### src/rtl/core/lzbr_pkg.sv
// ----------------------------------------------------------------------------
// LZ back-reference decoder package
// Shared constants, codes and types for the decoder, its parser and its
// history window.
// ----------------------------------------------------------------------------
package lzbr_pkg;

   // History window geometry.
   localparam int unsigned WIN_DEPTH = 8192;
   localparam int unsigned PTR_W     = $clog2(WIN_DEPTH);
   localparam int unsigned PROD_W    = PTR_W + 1;

   // Run counters and displacements follow the 13-bit stream format.
   localparam int unsigned RUN_W = 13;

   // Stream format constants.
   localparam logic [7:0]       CONT_MASK = 8'he0;
   localparam logic [7:0]       CONT_CODE = 8'h60;
   localparam logic [7:0]       END_CODE  = 8'h00;
   localparam logic [RUN_W-1:0] FILL_BIAS = RUN_W'(4);

   typedef enum logic [2:0] {
      PH_CONTROL    = 3'd0,
      PH_DISP_LOW   = 3'd1,
      PH_LIT_COUNT  = 3'd2,
      PH_FILL_COUNT = 3'd3,
      PH_FILL_VALUE = 3'd4,
      PH_LITERALS   = 3'd5,
      PH_TRUNCATED  = 3'd6
   } phase_type;

   typedef enum logic [2:0] {
      KIND_DATA     = 3'd0,
      KIND_END      = 3'd1,
      KIND_BAD_DISP = 3'd2,
      KIND_TRUNC    = 3'd3,
      KIND_REFUSED  = 3'd4
   } kind_type;

   typedef enum logic {
      OP_LOAD    = 1'b0,
      OP_ADVANCE = 1'b1
   } op_type;

   // Parser state; all zero is the start of a new stream.
   typedef struct packed {
      phase_type          phase;
      logic               after_copy;
      logic [7:0]         saved_control;
      logic [RUN_W-1:0]   literal_remaining;
      logic [RUN_W-1:0]   pending_count;
      logic               pending_is_copy;
      logic [7:0]         fill_value;
      logic [RUN_W-1:0]   copy_distance;
      logic [PROD_W-1:0]  produced_count;
      logic [PTR_W-1:0]   write_pointer;
   } parse_state_type;

   // Decoded events of one request.
   typedef struct packed {
      logic       adv_data;
      logic       emit;
      logic       parse;
      logic       enter_trunc;
      logic       term;
      logic       refuse;
      kind_type   term_kind;
   } event_type;

   // One request's command, handed from the parser to the output stage.
   typedef struct packed {
      logic              has_rsp;
      kind_type          kind;
      logic [7:0]        data;
      logic              is_copy;
      logic              rec;
      logic [PTR_W-1:0]  wr_addr;
      logic [PTR_W-1:0]  rd_addr;
   } cmd_type;

   // A displacement is good when it is nonzero and points at produced data.
   function automatic logic dist_ok(input logic [RUN_W-1:0] d,
                                    input logic [PROD_W-1:0] produced);
      dist_ok = (d != '0) && (PROD_W'(d) <= produced);
   endfunction

endpackage

### src/rtl/core/lzbr_parser.sv
// ----------------------------------------------------------------------------
// LZ command parser
// Holds the stream state, decodes each request and produces the command
// that the output stage completes with window data.
// ----------------------------------------------------------------------------
module lzbr_parser (
   input  logic              clock,
   input  logic              reset,
   input  logic              accept,
   input  logic              operation,
   input  logic [7:0]        in_byte,
   input  logic              last_byte,
   output lzbr_pkg::cmd_type cmd
);

   lzbr_pkg::parse_state_type st_ff;
   lzbr_pkg::parse_state_type st_in;
   lzbr_pkg::event_type       ev;

   logic                          pend_nz;
   logic                          cont;
   logic [lzbr_pkg::RUN_W-1:0]    d_low;
   logic [lzbr_pkg::RUN_W-1:0]    lit_dec;
   logic [lzbr_pkg::PROD_W-1:0]   prod_inc;

   assign pend_nz = (st_ff.pending_count != '0);
   assign cont    = st_ff.after_copy && ((in_byte & lzbr_pkg::CONT_MASK) == lzbr_pkg::CONT_CODE);
   assign d_low   = {st_ff.saved_control[4:0], in_byte};
   assign lit_dec = (st_ff.literal_remaining != '0) ?
                    st_ff.literal_remaining - lzbr_pkg::RUN_W'(1) : st_ff.literal_remaining;

   // Produced count saturates at the window size.
   assign prod_inc = (st_ff.produced_count < lzbr_pkg::PROD_W'(lzbr_pkg::WIN_DEPTH)) ?
                     st_ff.produced_count + lzbr_pkg::PROD_W'(1) : st_ff.produced_count;

   // State register; advances only on an accepted request.
   always_ff @(posedge clock) begin
      if (reset) begin
         st_ff <= '0;
      end else if (accept) begin
         st_ff <= st_in;
      end
   end

   // Decode the request into events.
   always_comb begin
      logic pend_after;
      logic emit;
      logic early;
      lzbr_pkg::kind_type early_kind;
      pend_after = 1'b0;
      emit       = 1'b0;
      early      = 1'b0;
      early_kind = lzbr_pkg::KIND_DATA;
      ev         = '0;
      ev.term_kind = lzbr_pkg::KIND_DATA;
      if (operation == lzbr_pkg::OP_ADVANCE) begin
         if (pend_nz) begin
            ev.adv_data = 1'b1;
         end else if (st_ff.phase == lzbr_pkg::PH_TRUNCATED) begin
            ev.term      = 1'b1;
            ev.term_kind = lzbr_pkg::KIND_TRUNC;
         end
      end else if (pend_nz) begin
         ev.refuse = 1'b1;
      end else if (st_ff.phase == lzbr_pkg::PH_TRUNCATED) begin
         ev.term      = 1'b1;
         ev.term_kind = lzbr_pkg::KIND_TRUNC;
      end else begin
         unique case (st_ff.phase) inside
            lzbr_pkg::PH_DISP_LOW: begin
               if (!lzbr_pkg::dist_ok(d_low, st_ff.produced_count)) begin
                  early      = 1'b1;
                  early_kind = lzbr_pkg::KIND_BAD_DISP;
               end else begin
                  pend_after = 1'b1;
               end
            end
            lzbr_pkg::PH_LIT_COUNT, lzbr_pkg::PH_FILL_COUNT: begin
               pend_after = 1'b0;
            end
            lzbr_pkg::PH_FILL_VALUE: begin
               pend_after = 1'b1;
            end
            lzbr_pkg::PH_LITERALS: begin
               emit = 1'b1;
            end
            default: begin
               if (cont) begin
                  if (!lzbr_pkg::dist_ok(st_ff.copy_distance, st_ff.produced_count)) begin
                     early      = 1'b1;
                     early_kind = lzbr_pkg::KIND_BAD_DISP;
                  end else begin
                     pend_after = (in_byte[4:0] != '0);
                  end
               end else if (in_byte == lzbr_pkg::END_CODE) begin
                  early      = 1'b1;
                  early_kind = lzbr_pkg::KIND_END;
               end
            end
         endcase
         if (early) begin
            ev.term      = 1'b1;
            ev.term_kind = early_kind;
         end else if (last_byte && !emit && !pend_after) begin
            ev.term      = 1'b1;
            ev.term_kind = lzbr_pkg::KIND_TRUNC;
         end else begin
            ev.parse       = 1'b1;
            ev.emit        = emit;
            ev.enter_trunc = last_byte;
         end
      end
   end

   // Next state.
   always_comb begin
      st_in = st_ff;
      if (ev.term) begin
         st_in = '0;
      end else if (ev.adv_data) begin
         st_in.pending_count  = st_ff.pending_count - lzbr_pkg::RUN_W'(1);
         st_in.write_pointer  = st_ff.write_pointer + lzbr_pkg::PTR_W'(1);
         st_in.produced_count = prod_inc;
      end else if (ev.parse) begin
         unique case (st_ff.phase)
            lzbr_pkg::PH_DISP_LOW: begin
               st_in.copy_distance   = d_low;
               st_in.pending_count   = lzbr_pkg::RUN_W'({1'b1, st_ff.saved_control[6:5]});
               st_in.pending_is_copy = 1'b1;
               st_in.after_copy      = 1'b1;
               st_in.phase           = lzbr_pkg::PH_CONTROL;
            end
            lzbr_pkg::PH_LIT_COUNT: begin
               st_in.literal_remaining = d_low;
               st_in.phase = (d_low != '0) ? lzbr_pkg::PH_LITERALS : lzbr_pkg::PH_CONTROL;
            end
            lzbr_pkg::PH_FILL_COUNT: begin
               st_in.literal_remaining =
                  lzbr_pkg::RUN_W'({st_ff.saved_control[3:0], in_byte}) + lzbr_pkg::FILL_BIAS;
               st_in.phase = lzbr_pkg::PH_FILL_VALUE;
            end
            lzbr_pkg::PH_FILL_VALUE: begin
               st_in.fill_value        = in_byte;
               st_in.pending_count     = st_ff.literal_remaining;
               st_in.literal_remaining = '0;
               st_in.pending_is_copy   = 1'b0;
               st_in.phase             = lzbr_pkg::PH_CONTROL;
            end
            lzbr_pkg::PH_LITERALS: begin
               st_in.write_pointer     = st_ff.write_pointer + lzbr_pkg::PTR_W'(1);
               st_in.produced_count    = prod_inc;
               st_in.literal_remaining = lit_dec;
               if (lit_dec == '0) begin
                  st_in.phase = lzbr_pkg::PH_CONTROL;
               end
            end
            default: begin
               st_in.phase = lzbr_pkg::PH_CONTROL;
               if (cont) begin
                  st_in.pending_count   = lzbr_pkg::RUN_W'(in_byte[4:0]);
                  st_in.pending_is_copy = 1'b1;
               end else begin
                  st_in.after_copy    = 1'b0;
                  st_in.saved_control = in_byte;
                  if (in_byte[7]) begin
                     st_in.phase = lzbr_pkg::PH_DISP_LOW;
                  end else if (in_byte[6]) begin
                     if (in_byte[4]) begin
                        st_in.phase = lzbr_pkg::PH_FILL_COUNT;
                     end else begin
                        st_in.literal_remaining =
                           lzbr_pkg::RUN_W'(in_byte[3:0]) + lzbr_pkg::FILL_BIAS;
                        st_in.phase = lzbr_pkg::PH_FILL_VALUE;
                     end
                  end else if (in_byte[5]) begin
                     st_in.phase = lzbr_pkg::PH_LIT_COUNT;
                  end else begin
                     st_in.literal_remaining = lzbr_pkg::RUN_W'(in_byte[4:0]);
                     st_in.phase = (in_byte[4:0] != '0) ?
                                   lzbr_pkg::PH_LITERALS : lzbr_pkg::PH_CONTROL;
                  end
               end
            end
         endcase
         // The final source byte left output behind: finish it, then report.
         if (ev.enter_trunc) begin
            st_in.phase             = lzbr_pkg::PH_TRUNCATED;
            st_in.literal_remaining = '0;
            st_in.after_copy        = 1'b0;
         end
      end
   end

   // Command for the output stage.
   always_comb begin
      cmd         = '0;
      cmd.kind    = lzbr_pkg::KIND_DATA;
      cmd.has_rsp = ev.adv_data | ev.emit | ev.term | ev.refuse;
      if (ev.term) begin
         cmd.kind = ev.term_kind;
      end else if (ev.refuse) begin
         cmd.kind = lzbr_pkg::KIND_REFUSED;
      end
      if (ev.adv_data) begin
         cmd.data = st_ff.fill_value;
      end else if (ev.emit) begin
         cmd.data = in_byte;
      end
      cmd.is_copy = ev.adv_data & st_ff.pending_is_copy;
      cmd.rec     = ev.adv_data | ev.emit;
      cmd.wr_addr = st_ff.write_pointer;
      cmd.rd_addr = st_ff.write_pointer - lzbr_pkg::PTR_W'(st_ff.copy_distance);
   end

endmodule

### config.mk
export PLATFORM = sky130hd
export DESIGN_NAME = lzbr_parser
export DESIGN_NICKNAME = d
export VERILOG_FILES = /design/src/rtl/core/lzbr_pkg.sv /design/src/rtl/core/lzbr_parser.sv
export SDC_FILE = /design/constraint.sdc
export NUM_CORES = 1
export LEC_CHECK = 0
export BUFFER_PORTS_ARGS = -buffer_cell sky130_fd_sc_hd__buf_4
export CORE_UTILIZATION = 54
export CTS_BUF_LIST = sky130_fd_sc_hd__clkbuf_2 sky130_fd_sc_hd__clkbuf_4 sky130_fd_sc_hd__clkbuf_8
export DETAILED_ROUTE_END_ITERATION = 16
export GPL_TIMING_DRIVEN = 0
export PLACE_DENSITY = 0.73
export SLEW_MARGIN = 40
export SYNTH_ARGS = -nofsm -noshare
export SYNTH_HDL_FRONTEND = slang
export SYNTH_SLANG_ARGS = --single-unit
### constraint.sdc
create_clock -name clock -period 4 [get_ports clock]
set_input_delay 0.4 -clock clock [delete_from_list [all_inputs] [get_ports clock]]
set_output_delay 0.4 -clock clock [all_outputs]
set_load 0.02 [all_outputs]
# --- Word-level counts from Yosys, hierarchy flattened ---
# Index checks and enable logic that the tools add are counted.
classes:
  addsub: 7
  n_reduce_logical: 34
  n_lt_le_gt_ge: 3
  multipliers: 0
  n_shift: 0
  eq_ne: 20
  n_mux: 80
  n_bitwise: 4
  n_div: 0
ops:
  columns: ["op", "count"]
  rows:
  - ["87-bit two-way mux", 2]
  - ["13-bit two-way mux", 8]
  - ["13-bit case mux with 5 select lines", 1]
  - ["3-bit two-way mux", 19]
  - ["27-bit two-way mux", 2]
  - ["13-bit nonzero test", 4]
  - ["25-bit two-way mux", 2]
  - ["14-bit case mux with 3 select lines", 1]
  - ["8-bit two-way mux", 4]
  - ["13-bit by 14-bit less-or-equal comparator with 1-bit output", 2]
  - ["14-bit two-way mux", 2]
  - ["1-bit two-way mux", 27]
  - ["13-bit by 1-bit subtractor with 13-bit output, second input constant", 2]
  - ["22-bit two-way mux", 1]
  - ["4-bit AND reduction", 4]
  - ["5-bit AND reduction", 3]
  - ["14-bit by 1-bit adder with 14-bit output, second input constant", 1]
  - ["14-bit < comparator, second input constant", 1]
  - ["12-bit by 3-bit adder with 13-bit output, second input constant", 1]
  - ["13-bit by 1-bit adder with 13-bit output, second input constant", 1]
  - ["13-bit zero test", 1]
  - ["13-bit subtractor", 1]
  - ["3-bit case mux with 4 select lines", 1]
  - ["5-bit nonzero test", 2]
  - ["other kinds (32)", 55]
totals:
  ramBits: 0
  latch_bits: 0
  elab_cells: 158
  reg_bits: 86
  mem_count: 0
  romBits: 0

# --- Depth between registers and ports, before layout ---
logic_depth:
  depth_word: 19
  depth_mapped: 13
  depth_no_buf: 11

# --- Worst setup path before layout ---
# No wires, ideal clock.
synth_path:
  path_type: "input -> output"
  start: "input port in_byte[2]"
  end: "output port cmd[37] (netlist bit)"
  path_stages: 12
  slack_ps: 701
  arrival_ps: 2899
  cell_sequence: "clkbuf_1 inv_1 ha_1 or4b_4 nor4_4 o21ai_1 a21oi_2 or3_1 buf_2 o21ai_4 buf_2 a21oi_1"
synth_lines:
  columns: ["element", "line_no", "text"]
  rows:
  - ["start, declared", "lzbr_parser.sv:11", "input logic [7:0] in_byte,"]
  - ["end, declared", "lzbr_parser.sv:13", "output lzbr_pkg::cmd_type cmd"]

==> flow_summary.json <==
{
  "status": "complete, no violations",
  "placed_cells": 1060,
  "port_buffers": 49,
  "yosysWarningCount": 0,
  "synth-adder-area-share_pct": 8.58,
  "power.density_nw_per_um2": 574,
  "initial_core_util_pct": 55.4,
  "yosys.area_share.simple_pct": 26.7,
  "finClkSkew_ns": 0.00997,
  "worst_path_largest_cell_delay_ns": 0.57,
  "synthesis.nets": 922,
  "synth_area_per_cell_um2": 7.70,
  "required_ns": 3.60,
  "synth_top_family_by_area": "simple AND/OR/NAND/NOR gates",
  "crit_family": "simple AND/OR/NAND/NOR gates",
  "insertion_delay_ns": 0.40,
  "die_area_um2": 12800,
  "synthDistinctLibCells": 79,
  "cp_cell_sequence": "inv_1 > ha_1 > nand4b_1 > or4_1 > o21ai_1 > a21oi_2 > buf_4 > nor3_4 > a21oi_1 > buf_2 > or3_1 > buf_4",
  "arrival_ns": 3.45,
  "hold_buffers": 0,
  "yosys.area_share.xor_xnor_pct": 3.29,
  "fin_ws_ns": 0.153,
  "ant_nets": 0,
  "fin_crit_ns": 3.85,
  "grt_pass1_wl_um": 34800,
  "cp.depth": 12,
  "worstHoldPathCells": 2,
  "wl_um": 22000,
  "global_route.usage.total_pct": 35.2,
  "grt_max_degree": 16,
  "grt_pass1_vias": 6784,
  "final_common_cell": "dfxtp_1",
  "wl_per_cell_um": 20.4,
  "hp-class": "in -> reg",
  "area_delta_synth_final_pct": 12.4,
  "pre_cts_slack_ns": -0.287,
  "antenna_cells": 0,
  "synth_edf_count": 0,
  "worst-path-buf-inv": 4,
  "fp.coreArea_um2": 12000,
  "firstDrtPassIters": 7,
  "r2r_cells": 12,
  "hold_viol": 0,
  "overflow": 0,
  "cp-end-kind": "primary output",
  "cp_slowest_cell": "or4_1",
  "seq_area_um2": 1720,
  "dp_hpwl_um": 16500,
  "rsz0062_at_grt": "no",
  "dr.first_iter.drc_count": 679,
  "most-common-layout-cells": "86 x dfxtp_1, 71 x a21oi_1, 69 x nand2_1, 69 x buf_4, 57 x nand3_1",
  "worst_pin_slew_ns": 0.723,
  "cp_common_cell": "buf_4",
  "fin_crit_sh_pct": 96.2,
  "routabilityCongestion": 0.914,
  "totalPowerFinal_mw": 4.29,
  "nets": 988,
  "setup_viol_count_final": 0,
  "antenna_found_initial": 0,
  "async_reset_ff_share_pct": 0,
  "cts_buffer_depth": 2,
  "netlist_instances": 864,
  "final_cells": 1082,
  "ios": 53,
  "vias": 7139,
  "fmax_mhz": 260,
  "cts_tree": "done",
  "multi_input_area_um2": 4450,
  "synth_area_um2": 6650,
  "cap_violations": 0,
  "die_x_um": 113,
  "synth_mux_area_share_pct": 2.78,
  "htreeDepth": 3,
  "startpoint_type": "flop",
  "drcViolationCount": 0,
  "synth_compound_area_share_pct": 25.0,
  "leakage_nw": 2.88,
  "nFillCells": 1116,
  "slew_viol_final": 0,
  "path_clk_slew_ns": 0.10,
  "clkSinkCount": 86,
  "rows": 40,
  "ir_worst_vdd_uv": 604,
  "die_h_um": 113,
  "crit_type": "reg -> out",
  "cts-root-buf": "clkbuf_8",
  "avgViaCountPerCell": 6.60,
  "crit_fanout": 10,
  "synth-main-ff-cell": "dfxtp_1",
  "drive_gt1_share_pct": 13.5,
  "slew_headroom_pct": 51.3,
  "seq_area_frac_synth_pct": 25.9,
  "ys_ff_latch": 86,
  "numCtsBuffers": 9
}
flip-flops by register name, indices dropped and copies added (netlist names):
| register | cells |
|---|---|
| st_ff | 68 |
| d_low | 5 |
| cmd | 13 |
per-layer routing:
layer  wire length [um]  GRT usage (%)  vias up
li1                   -              -     3355
met1               8800           41.1     3364
met2              10700           60.7      323
met3               1410           6.11       97
met4               1160           20.9        0
met5                  0              0        -
what timing repair did:
item	CTS	global route
endpoints found under the setup margin	2	24
buffers inserted	4	2
pin swaps	3	1
hold endpoints to repair	0	0
resized for setup	3	4
report_power, final:
part,internal (mW),total (mW),switching (mW)
Combinational,0.933,2.59,1.65
Sequential,0.951,1.08,0.130
Clock,0.258,0.627,0.369
metrics by stage:
step	setup TNS [ns]	cell area (um^2)	util (%)	hold WS, ns
after floorplan	0	6650	-	0.439
after global placement	-0.768	7200	60.0	0.455
after detailed placement	-0.914	7230	60.2	0.465
after CTS	0	7450	62.1	0.298
after global routing	0	7480	62.3	0.300
final	0	7480	62.3	0.305
logic make-up after synthesis:
kind of cell    Yosys count
simple gates            334
compound gates          240
buf+inv                 116
flops                    86
fa+ha+maj                45
xor+xnor                 25
mux                      18
final timing paths:
kind | startpoint | to | slack (ns)
max | st_ff[25]$_SDFFE_PP0P_ | cmd[39] | 0.15
min | in_byte[0] | st_ff[27]$_SDFFE_PP0P_ | 0.30
max reg2reg | st_ff[49]$_SDFFE_PP0P_ | st_ff[38]$_SDFFE_PP0P_ | 0.44
min reg2reg | st_ff[20]$_SDFFE_PP0P_ | st_ff[20]$_SDFFE_PP0P_ | 0.48
area by class of cell:
cell class,count,share of cell area [%]
timing repair buffer,55,5.52
buffer,64,4.33
multi-input combinational,662,59.5
inverter,52,2.61
tap,147,2.46
sequential,86,23.0
clock inverter,5,0.569
clock buffer,11,1.94
synth_stat cells (7+ instances only):
| cell | number | area (um^2) |
|---|---|---|
| nor2b_1 | 16 | 100 |
| a31oi_1 | 9 | 56.3 |
| buf_4 | 13 | 97.6 |
| nor3_1 | 24 | 120 |
| o31ai_1 | 13 | 97.6 |
| ha_1 | 44 | 551 |
| or3_1 | 18 | 113 |
| nand2b_1 | 9 | 56.3 |
| nand3_1 | 57 | 285 |
| nand2_1 | 69 | 259 |
| a21oi_1 | 71 | 355 |
| nand4_1 | 21 | 131 |
| dfxtp_1 | 86 | 1720 |
| xor2_1 | 9 | 78.8 |
| xnor2_1 | 16 | 140 |
| o22ai_1 | 8 | 50.1 |
| a211oi_1 | 9 | 67.6 |
| nor4_1 | 12 | 75.1 |
| clkbuf_1 | 41 | 154 |
| o21ai_0 | 28 | 140 |
| nor2_1 | 54 | 203 |
| and2_1 | 7 | 43.8 |
| a22o_1 | 25 | 219 |
| inv_1 | 51 | 191 |
| or4_1 | 8 | 60.1 |
| a22oi_1 | 12 | 90.1 |
| mux2i_1 | 14 | 140 |
Power figures use the tool's default switching activity.
